==> config.mk <==
export PLATFORM = sky130hd
export DESIGN_NAME = ps2_mouse_packet_cursor_tracker_unit_flat
export DESIGN_NICKNAME = d
export VERILOG_FILES = /design/src/sv/ps2mt_pkg.sv /design/src/sv/ps2mt_if.sv /design/src/sv/ps2mt_in_reg.sv /design/src/sv/ps2mt_track.sv /design/src/sv/ps2mt_out_reg.sv /design/src/sv/ps2mt_mouse_packet_cursor_tracker_unit.sv /design/src/flat_wrapper.sv
export SDC_FILE = /design/constraint.sdc
export NUM_CORES = 1
export LEC_CHECK = 0
export BUFFER_PORTS_ARGS = -buffer_cell sky130_fd_sc_hd__buf_2
export CAP_MARGIN = 20
export CORE_AREA = 2 2 112 114
export CTS_CLUSTER_DIAMETER = 200
export DETAILED_ROUTE_END_ITERATION = 10
export DIE_AREA = 0 0 114 116
export GPL_ROUTABILITY_DRIVEN = 1
export GPL_TIMING_DRIVEN = 1
export PLACE_DENSITY = 0.68
export SKIP_LAST_GASP = 1
export SYNTH_ARGS = -nofsm -noshare
export SYNTH_HDL_FRONTEND = slang
export SYNTH_SLANG_ARGS = --single-unit
export TNS_END_PERCENT = 10
==> constraint.sdc <==
create_clock -name clk -period 5.6 [get_ports clk]
set_clock_uncertainty 0.05 [all_clocks]
set_input_delay 0.28 -clock clk [delete_from_list [all_inputs] [get_ports clk]]
set_output_delay 0.28 -clock clk [all_outputs]
set_load 0.005 [all_outputs]
==> src/sv/ps2mt_pkg.sv <==
`timescale 1ns / 1ps
// ----------------------------------------------------------------------------
// ps2mt_pkg
// Shared types and constants for the PS/2 mouse packet cursor tracker.
// ----------------------------------------------------------------------------
package ps2mt_pkg;

    localparam int COORD_WIDTH = 12;
    localparam int BYTE_WIDTH  = 8;
    localparam int BTN_WIDTH   = 3;

    typedef logic [COORD_WIDTH-1:0] coord_t;
    typedef logic [BYTE_WIDTH-1:0]  byte_t;
    typedef logic [BTN_WIDTH-1:0]   btn_t;

    localparam coord_t MAX_X_RESET = COORD_WIDTH'(319);
    localparam coord_t MAX_Y_RESET = COORD_WIDTH'(199);
    localparam coord_t POS_X_RESET = COORD_WIDTH'(160);
    localparam coord_t POS_Y_RESET = COORD_WIDTH'(100);

    // configuration register indexes
    typedef enum logic [0:0] {
        CFG_MAX_X = 1'b0,
        CFG_MAX_Y = 1'b1
    } cfg_index_t;

    typedef struct packed {
        coord_t     cursor_x;
        coord_t     cursor_y;
        btn_t       button_bits;
        logic       packet_done;
    } result_t;

endpackage

==> src/sv/ps2mt_if.sv <==
`timescale 1ns / 1ps
// ----------------------------------------------------------------------------
// ps2mt_if
// Valid/ready channels: received mouse bytes in, cursor results out.
// ----------------------------------------------------------------------------
interface ps2mt_byte_if
    import ps2mt_pkg::*;
();
    logic  valid;
    logic  ready;
    byte_t rx_byte;

    modport source (output valid, output rx_byte, input ready);
    modport sink (input valid, input rx_byte, output ready);
    modport monitor (input valid, input rx_byte, input ready);
endinterface

interface ps2mt_cursor_if
    import ps2mt_pkg::*;
();
    logic   valid;
    logic   ready;
    coord_t cursor_x;
    coord_t cursor_y;
    btn_t   button_bits;
    logic   packet_done;

    modport source (output valid, output cursor_x, output cursor_y,
                    output button_bits, output packet_done, input ready);
    modport sink (input valid, input cursor_x, input cursor_y,
                  input button_bits, input packet_done, output ready);
    modport monitor (input valid, input cursor_x, input cursor_y,
                     input button_bits, input packet_done, input ready);
endinterface

==> src/sv/ps2mt_in_reg.sv <==
`timescale 1ns / 1ps
// ----------------------------------------------------------------------------
// ps2mt_in_reg
// Input register for received bytes; takes a beat every cycle the next
// stage drains.
// ----------------------------------------------------------------------------
module ps2mt_in_reg
    import ps2mt_pkg::*;
(
    input  logic         clk,
    input  logic         rst_n,
    ps2mt_byte_if.sink   up,
    output logic         dn_valid,
    output byte_t        dn_byte,
    input  logic         dn_ready
);

    logic  valid_reg;
    byte_t byte_reg;

    assign up.ready = !valid_reg || dn_ready;
    assign dn_valid = valid_reg;
    assign dn_byte  = byte_reg;

    always_ff @(posedge clk or negedge rst_n)
    begin
        if (!rst_n)
        begin
            valid_reg <= 1'b0;
        end
        else if (up.ready)
        begin
            valid_reg <= up.valid;
        end
    end

    always_ff @(posedge clk)
    begin
        if (up.valid && up.ready)
        begin
            byte_reg <= up.rx_byte;
        end
    end

endmodule

==> src/sv/ps2mt_track.sv <==
`timescale 1ns / 1ps
// ----------------------------------------------------------------------------
// ps2mt_track
// Packet phase, held bytes, cursor position and clamp limits. Builds the
// result for the byte in the input register and updates state when it moves.
// ----------------------------------------------------------------------------
module ps2mt_track
    import ps2mt_pkg::*;
(
    input  logic       clk,
    input  logic       rst_n,
    input  logic       cfg_wr_en,
    input  cfg_index_t cfg_index,
    input  coord_t     cfg_data,
    input  logic       fire,
    input  byte_t      rx_byte,
    output result_t    res
);

    localparam int SUM_WIDTH = COORD_WIDTH + 2;

    typedef enum logic [1:0] {
        PH_FIRST  = 2'd0,
        PH_SECOND = 2'd1,
        PH_THIRD  = 2'd2
    } phase_t;

    phase_t phase_reg, phase_next;
    byte_t  byte0_reg;
    byte_t  byte1_reg;
    coord_t pos_x_reg, pos_y_reg;
    btn_t   buttons_reg;
    coord_t max_x_reg, max_y_reg;

    logic signed [BYTE_WIDTH-1:0] dx, dy;
    logic signed [SUM_WIDTH-1:0]  sum_x, sum_y;
    coord_t new_x, new_y;
    logic   last_byte;

    function automatic coord_t clamp(input logic signed [SUM_WIDTH-1:0] v, input coord_t lim);
        coord_t r;
        if (v[SUM_WIDTH-1])
        begin
            r = '0;
        end
        else if (v[SUM_WIDTH-2:0] > {1'b0, lim})
        begin
            r = lim;
        end
        else
        begin
            r = v[COORD_WIDTH-1:0];
        end
        return r;
    endfunction

    // phase 3 never occurs; it is handled as the third byte
    assign last_byte = (phase_reg != PH_FIRST) && (phase_reg != PH_SECOND);

    assign dx    = byte1_reg;
    assign dy    = rx_byte;
    assign sum_x = signed'({2'b00, pos_x_reg}) + SUM_WIDTH'(dx);
    assign sum_y = signed'({2'b00, pos_y_reg}) - SUM_WIDTH'(dy);   // screen Y grows down
    assign new_x = clamp(sum_x, max_x_reg);
    assign new_y = clamp(sum_y, max_y_reg);

    always_comb
    begin
        case (phase_reg)
            PH_FIRST:  phase_next = PH_SECOND;
            PH_SECOND: phase_next = PH_THIRD;
            default:   phase_next = PH_FIRST;
        endcase

        if (last_byte)
        begin
            res.cursor_x    = new_x;
            res.cursor_y    = new_y;
            res.button_bits = byte0_reg[BTN_WIDTH-1:0];
            res.packet_done = 1'b1;
        end
        else
        begin
            res.cursor_x    = pos_x_reg;
            res.cursor_y    = pos_y_reg;
            res.button_bits = buttons_reg;
            res.packet_done = 1'b0;
        end
    end

    always_ff @(posedge clk or negedge rst_n)
    begin
        if (!rst_n)
        begin
            phase_reg   <= PH_FIRST;
            pos_x_reg   <= POS_X_RESET;
            pos_y_reg   <= POS_Y_RESET;
            buttons_reg <= '0;
            max_x_reg   <= MAX_X_RESET;
            max_y_reg   <= MAX_Y_RESET;
        end
        else
        begin
            if (cfg_wr_en)
            begin
                case (cfg_index)
                    CFG_MAX_X: max_x_reg <= cfg_data;
                    CFG_MAX_Y: max_y_reg <= cfg_data;
                    default:   ;
                endcase
            end
            if (fire)
            begin
                phase_reg <= phase_next;
                if (last_byte)
                begin
                    pos_x_reg   <= new_x;
                    pos_y_reg   <= new_y;
                    buttons_reg <= byte0_reg[BTN_WIDTH-1:0];
                end
            end
        end
    end

    always_ff @(posedge clk)
    begin
        if (fire && (phase_reg == PH_FIRST))
        begin
            byte0_reg <= rx_byte;
        end
        if (fire && (phase_reg == PH_SECOND))
        begin
            byte1_reg <= rx_byte;
        end
    end

endmodule

==> src/sv/ps2mt_out_reg.sv <==
`timescale 1ns / 1ps
// ----------------------------------------------------------------------------
// ps2mt_out_reg
// Result register driving the cursor channel.
// ----------------------------------------------------------------------------
module ps2mt_out_reg
    import ps2mt_pkg::*;
(
    input  logic            clk,
    input  logic            rst_n,
    input  logic            up_valid,
    input  result_t         up_res,
    output logic            up_ready,
    ps2mt_cursor_if.source  dn
);

    logic    valid_reg;
    result_t res_reg;

    assign up_ready       = !valid_reg || dn.ready;
    assign dn.valid       = valid_reg;
    assign dn.cursor_x    = res_reg.cursor_x;
    assign dn.cursor_y    = res_reg.cursor_y;
    assign dn.button_bits = res_reg.button_bits;
    assign dn.packet_done = res_reg.packet_done;

    always_ff @(posedge clk or negedge rst_n)
    begin
        if (!rst_n)
        begin
            valid_reg <= 1'b0;
        end
        else if (up_ready)
        begin
            valid_reg <= up_valid;
        end
    end

    always_ff @(posedge clk)
    begin
        if (up_valid && up_ready)
        begin
            res_reg <= up_res;
        end
    end

endmodule

==> src/sv/ps2mt_mouse_packet_cursor_tracker_unit.sv <==
`timescale 1ns / 1ps
// ----------------------------------------------------------------------------
// ps2_mouse_packet_cursor_tracker_unit
// PS/2 mouse three-byte packet decoder with a clamped cursor position.
// ----------------------------------------------------------------------------
// Takes one mouse byte per cycle and returns one result beat per byte: the
// cursor position, the buttons and a flag set on the third byte of a packet.
// A byte is held in the input register while the phase, delta add and clamp
// logic forms its result, which lands in the output register; a new byte is
// taken every cycle as long as the output side drains. The phase counter and
// position registers update in the same cycle as the byte moves to the output
// register. Write max_x and max_y only while no bytes are in flight; a new
// limit applies from the next completed packet. No packet sync check is made
// on the first byte.
// ----------------------------------------------------------------------------
module ps2_mouse_packet_cursor_tracker_unit
    import ps2mt_pkg::*;
(
    input  logic            clk,
    input  logic            rst_n,
    input  logic            cfg_wr_en,
    input  cfg_index_t      cfg_index,
    input  coord_t          cfg_data,
    ps2mt_byte_if.sink      byte_in,
    ps2mt_cursor_if.source  cursor_out
);

    logic    stg_valid;
    byte_t   stg_byte;
    logic    stg_ready;
    result_t stg_res;

    ps2mt_in_reg u_in_reg (
        .clk      (clk),
        .rst_n    (rst_n),
        .up       (byte_in),
        .dn_valid (stg_valid),
        .dn_byte  (stg_byte),
        .dn_ready (stg_ready)
    );

    ps2mt_track u_track (
        .clk       (clk),
        .rst_n     (rst_n),
        .cfg_wr_en (cfg_wr_en),
        .cfg_index (cfg_index),
        .cfg_data  (cfg_data),
        .fire      (stg_valid && stg_ready),
        .rx_byte   (stg_byte),
        .res       (stg_res)
    );

    ps2mt_out_reg u_out_reg (
        .clk      (clk),
        .rst_n    (rst_n),
        .up_valid (stg_valid),
        .up_res   (stg_res),
        .up_ready (stg_ready),
        .dn       (cursor_out)
    );

endmodule

==> src/flat_wrapper.sv <==
// flat-port wrapper written by rule: the top's interface ports become plain ports
module ps2_mouse_packet_cursor_tracker_unit_flat import ps2mt_pkg::*;
  (clk, rst_n, cfg_wr_en, cfg_index, cfg_data, byte_in_valid, byte_in_rx_byte, byte_in_ready, cursor_out_valid, cursor_out_cursor_x, cursor_out_cursor_y, cursor_out_button_bits, cursor_out_packet_done, cursor_out_ready);
  ps2mt_byte_if byte_in_i ();
  ps2mt_cursor_if cursor_out_i ();
  input  logic clk;
  input  logic rst_n;
  input  logic cfg_wr_en;
  input  cfg_index_t cfg_index;
  input  coord_t cfg_data;
  input wire logic [$bits(byte_in_i.valid)-1:0] byte_in_valid;
  input wire logic [$bits(byte_in_i.rx_byte)-1:0] byte_in_rx_byte;
  output wire logic [$bits(byte_in_i.ready)-1:0] byte_in_ready;
  output wire logic [$bits(cursor_out_i.valid)-1:0] cursor_out_valid;
  output wire logic [$bits(cursor_out_i.cursor_x)-1:0] cursor_out_cursor_x;
  output wire logic [$bits(cursor_out_i.cursor_y)-1:0] cursor_out_cursor_y;
  output wire logic [$bits(cursor_out_i.button_bits)-1:0] cursor_out_button_bits;
  output wire logic [$bits(cursor_out_i.packet_done)-1:0] cursor_out_packet_done;
  input wire logic [$bits(cursor_out_i.ready)-1:0] cursor_out_ready;
  assign byte_in_i.valid = byte_in_valid;
  assign byte_in_i.rx_byte = byte_in_rx_byte;
  assign byte_in_ready = byte_in_i.ready;
  assign cursor_out_valid = cursor_out_i.valid;
  assign cursor_out_cursor_x = cursor_out_i.cursor_x;
  assign cursor_out_cursor_y = cursor_out_i.cursor_y;
  assign cursor_out_button_bits = cursor_out_i.button_bits;
  assign cursor_out_packet_done = cursor_out_i.packet_done;
  assign cursor_out_i.ready = cursor_out_ready;
  ps2_mouse_packet_cursor_tracker_unit u_core (.clk(clk), .rst_n(rst_n), .cfg_wr_en(cfg_wr_en), .cfg_index(cfg_index), .cfg_data(cfg_data), .byte_in(byte_in_i), .cursor_out(cursor_out_i));
endmodule
==> summary.md <==
| Metric | Value |
|---|---|
| Overflow after GRT | 0 |
| Hold-fix buffer count after cts | 0 |
| Part of the power in combinational logic | 0.523 |
| Net Count, Synth | 617 |
| Power spent charging and discharging nets | 1.54 mW |
| Layout-stage area growth over the synthesis result | 11.1% |
| Clock input transition at the sequential cells of the worst setup and hold paths | 0.08 ns |
| Max-cap violation count | 0 |
| Post-synth EDFFs | 47 |
| Met3 usage in global routing | 0.0392 |
| Crit path capture type | register |
| Layout cells sized above 1 | 0.203 |
| Area enclosed by the die boundary | 13200 um^2 |
| Top cells by area, synth | edfxtp_1 (24%), dfrtp_1 (16%), ha_1 (11%) |
| Fraction of power spent switching nets | 0.410 |
| Number of antenna violations at the first check in global routing | 0 |
| Number of port buffers | 55 |
| Number of distinct library cells after synthesis | 60 |
| Data required, critical path | ~5.6 ns |
| Overall routed net length | 14.2 mm |
| Sequential fraction of the synthesis area | 0.477 |
| DRC violation total after the first TritonRoute iteration | ~280 |
| Hold crit path type | in -> async |
| Crit path arrival time | around 4.5 ns |
| Mean Syn Cell Area | 10.9 um^2 |
| Vias per cell | 5.86 |
| RSZ-0062 raised after global routing | false |
| Fraction of synthesis flops using an asynchronous set or reset pin | 0.539 |
| Area of the core region | 11900 um^2 |
| Most Crowded Layer GR | met2 |
| Post-cts resize count | 0 |
| Largest area contributor in the synthesized netlist | edfxtp_1 |
| Final Max Slew Viols | 0 |
| Crit path buf inv count | 2 |
| Skew-Pair Late Insertion Delay | 0.35 ns |
| Detailed placer's ending HPWL | 10.2 mm |
| Category of cells accounting for the largest share of critical-path delay | compound AO/OA/AOI/OAI gates |
| CTS sink cnt | between 100 and 150 |
| First-pass detailed-route iteration total | 4 |
| Internal power | 2.21 mW |
| Number of placed instances, taps included | roughly 730 |
| Count of inserted antenna diode cells | 0 |
| Crit path max-delay cell type | o311ai_0 |
| Overall die height | around 120 um |
| Sequential group share of total power | 0.315 |
| Post-synthesis cell count | 539 |
| Final Hold Fails | 0 |
| Clock tree from TritonCTS | done |
| Peak supply drop | between 300 and 400 uV |
| Maximum level of the CTS H-tree | 3 |
| Crit Path Category | reg -> reg |
| Die outline width | 114 um |
| Most frequently used flop master after synthesis | edfxtp_1 |
| Crit path time final | 4.51 ns |
| Power density cells | 573 nW/um^2 |
| Static leakage | a little under 3 nW |
| Global-route wire length before repair | 22.4 mm |
| Worst Max-Slew Pin Slew | 0.801 ns |
| Cell Area, Synth | between 5000 and 6000 um^2 |
| Via count of the first global-routing pass | about 4300 |
| Clock root buffer master | clkbuf_16 |
| Vias after detailed routing | between 4000 and 5000 |
| Deepest clock path buffer count | 2 |
| # rows | 40 |
| Cell Count, Final, Fillers Out | 747 |
| Ordered list of cells on the worst path | ha_1, inv_1, fa_1, nor2b_1, o2111ai_1, nand3_1, nand2_1, o311ai_0, ha_1, nand3_1, nor2_1, o31ai_1, a31o_2, and3b_1, a22oi_1, buf_4, mux2i_1, o22ai_1 |
| Number of warnings reported in the yosys synthesis log | 0 |
| Maximum number of pins on one net before global-route repair | 56 |
| Post-synthesis register bit count | slightly above 100 |
| Worst Path Max Fanout | 12 |
| Number of clock buffers inserted by TritonCTS | 9 |
| Post-CTS setup buffers | 0 |
| Crit start category | register |
| Total Nets Final | between 600 and 700 |
| Total GRT Usage | 0.224 |
| Number of primary I/O pins | 56 |
| Number of antenna-violating nets in the routed design | 0 |
| Number of remaining DRC errors | 0 |
| Area share of the leading cell type in the synthesized netlist | 0.240 |
| Share of the clock period used by the worst path | 0.805 |
| Starting density of the core | 0.495 |
| Final sum of negative setup slack | 0 ns |
| Grt met1 use | 0.296 |
| WL/cell | 18.9 um |
| Share of power burned in the clock network | 0.162 |
| Worst relative slew slack | 0.466 |
| Setup violators final | 0 |
| Delay of the slowest cell on the worst path | 0.53 ns |
| Status | finished clean |
| Maximum frequency from static timing analysis | roughly 220 MHz |
| Last weighted congestion value of the routability-driven placer | 0.917 |
| Met2 track demand over resource | 0.370 |
Yosys cell counts (all sizes together), types with 2 or more instances:
| library cell | count |
|---|---|
| o32ai | 2 |
| buf | 4 |
| o21a | 10 |
| a21o | 5 |
| dfrtp | 38 |
| o31a | 2 |
| clkbuf | 13 |
| or4 | 2 |
| nand2 | 29 |
| ha | 50 |
| nand3 | 12 |
| edfxtp | 47 |
| fa | 2 |
| o211ai | 4 |
| nor3 | 11 |
| and3b | 2 |
| o31ai | 3 |
| nand2b | 6 |
| a211oi | 5 |
| a21oi | 15 |
| inv | 67 |
| mux2 | 19 |
| o22ai | 49 |
| nor2 | 23 |
| and2 | 4 |
| o21ai | 24 |
| xor2 | 2 |
| nand4 | 3 |
| or3 | 2 |
| xnor2 | 14 |
| dfstp | 17 |
| nor4 | 3 |
| mux2i | 23 |
| nand3b | 3 |
| nor2b | 6 |
| o2111ai | 2 |
final cells by class:
class | instances | area (um^2)
fill | 1052 | 5370
timing repair buffer | 63 | 335
clock buffer | 11 | 233
sequential | 102 | 2810
clock inverter | 5 | 43.8
inverter | 67 | 251
tap | 147 | 184
multi-input combinational | 352 | 2690
power by group through the flow:
| stage | Clock, mW | Combinational (mW) | Sequential, mW |
|---|---|---|---|
| floorplan | 0 | 1.54 | 1.14 |
| global placement | 0 | 1.89 | 1.19 |
| global route | 0.646 | 2.18 | 1.20 |
| detailed placement | 0 | 1.95 | 1.19 |
| finish | 0.607 | 1.96 | 1.18 |
| CTS | 0.615 | 1.96 | 1.18 |
placed cells by master, fill, tap and decap left out, types with 4 or more instances in the layout:
cell type	instances
dfstp_2	17
o21ai_0	24
nor2b_1	6
and2_1	4
dfrtp_1	38
ha_1	50
o22ai_1	47
mux2i_1	23
a211oi_1	5
buf_2	55
nor3_1	11
edfxtp_1	47
clkbuf_16	9
nand2_1	29
buf_4	8
a21o_1	4
nand3_1	12
nand2b_1	6
xnor2_1	14
mux2_2	19
o21a_1	10
nor2_1	23
inv_1	67
a21oi_1	15
stage by stage:
stage,util,setup WS [ns],hold WS (ns),cell area (um^2),power [mW]
5_1_grt,0.549,0.773,0.0326,6540,4.03
4_1_cts,0.549,1.10,0.0379,6540,3.75
2_1_floorplan,-,1.59,-0.0656,5890,2.69
3_3_place_gp,0.526,1.12,0.388,6270,3.07
6_report,0.549,1.09,0.0142,6540,3.75
3_5_place_dp,0.526,1.15,0.398,6270,3.14
final timing paths:
path	from	end	slack [ns]	cells after the start
min reg2reg	u_core.u_in_reg.dn_byte[3]$_DFFE_PP_	u_core.u_track.byte1_reg[3]$_DFFE_PP_	0.42	0
max	u_core.u_track.byte1_reg[0]$_DFFE_PP_	u_core.u_out_reg.dn.cursor_x[9]$_DFFE_PP_	1.09	18
max in group asynchronous	rst_n	u_core.u_track.pos_y_reg[8]$_DFFE_PN0P_	4.96	2
min	rst_n	u_core.u_track.pos_x_reg[10]$_DFFE_PN0P_	0.01	2
min in group clk	byte_in_rx_byte[2]	u_core.u_in_reg.dn_byte[2]$_DFFE_PP_	0.05	1
max reg2reg	u_core.u_track.byte1_reg[0]$_DFFE_PP_	u_core.u_out_reg.dn.cursor_x[9]$_DFFE_PP_	1.09	18
routing by layer:
metal  part of all wire  up-vias
met2               0.48      127
met5                  0        -
li1                   -     2075
met4              0.027        0
met3              0.049       29
met1               0.44     2145
cell families (layout without fill, tap and decap cells):
kind of cell	after synthesis	in the layout	synth area share
compound gates	133	133	0.152
simple gates	109	109	0.0915
flops	102	102	0.477
buf+inv	85	146	0.0671
fa+ha+maj	52	52	0.113
mux	42	42	0.0754
xor+xnor	16	16	0.0238
Power figures use the tool's default switching activity.
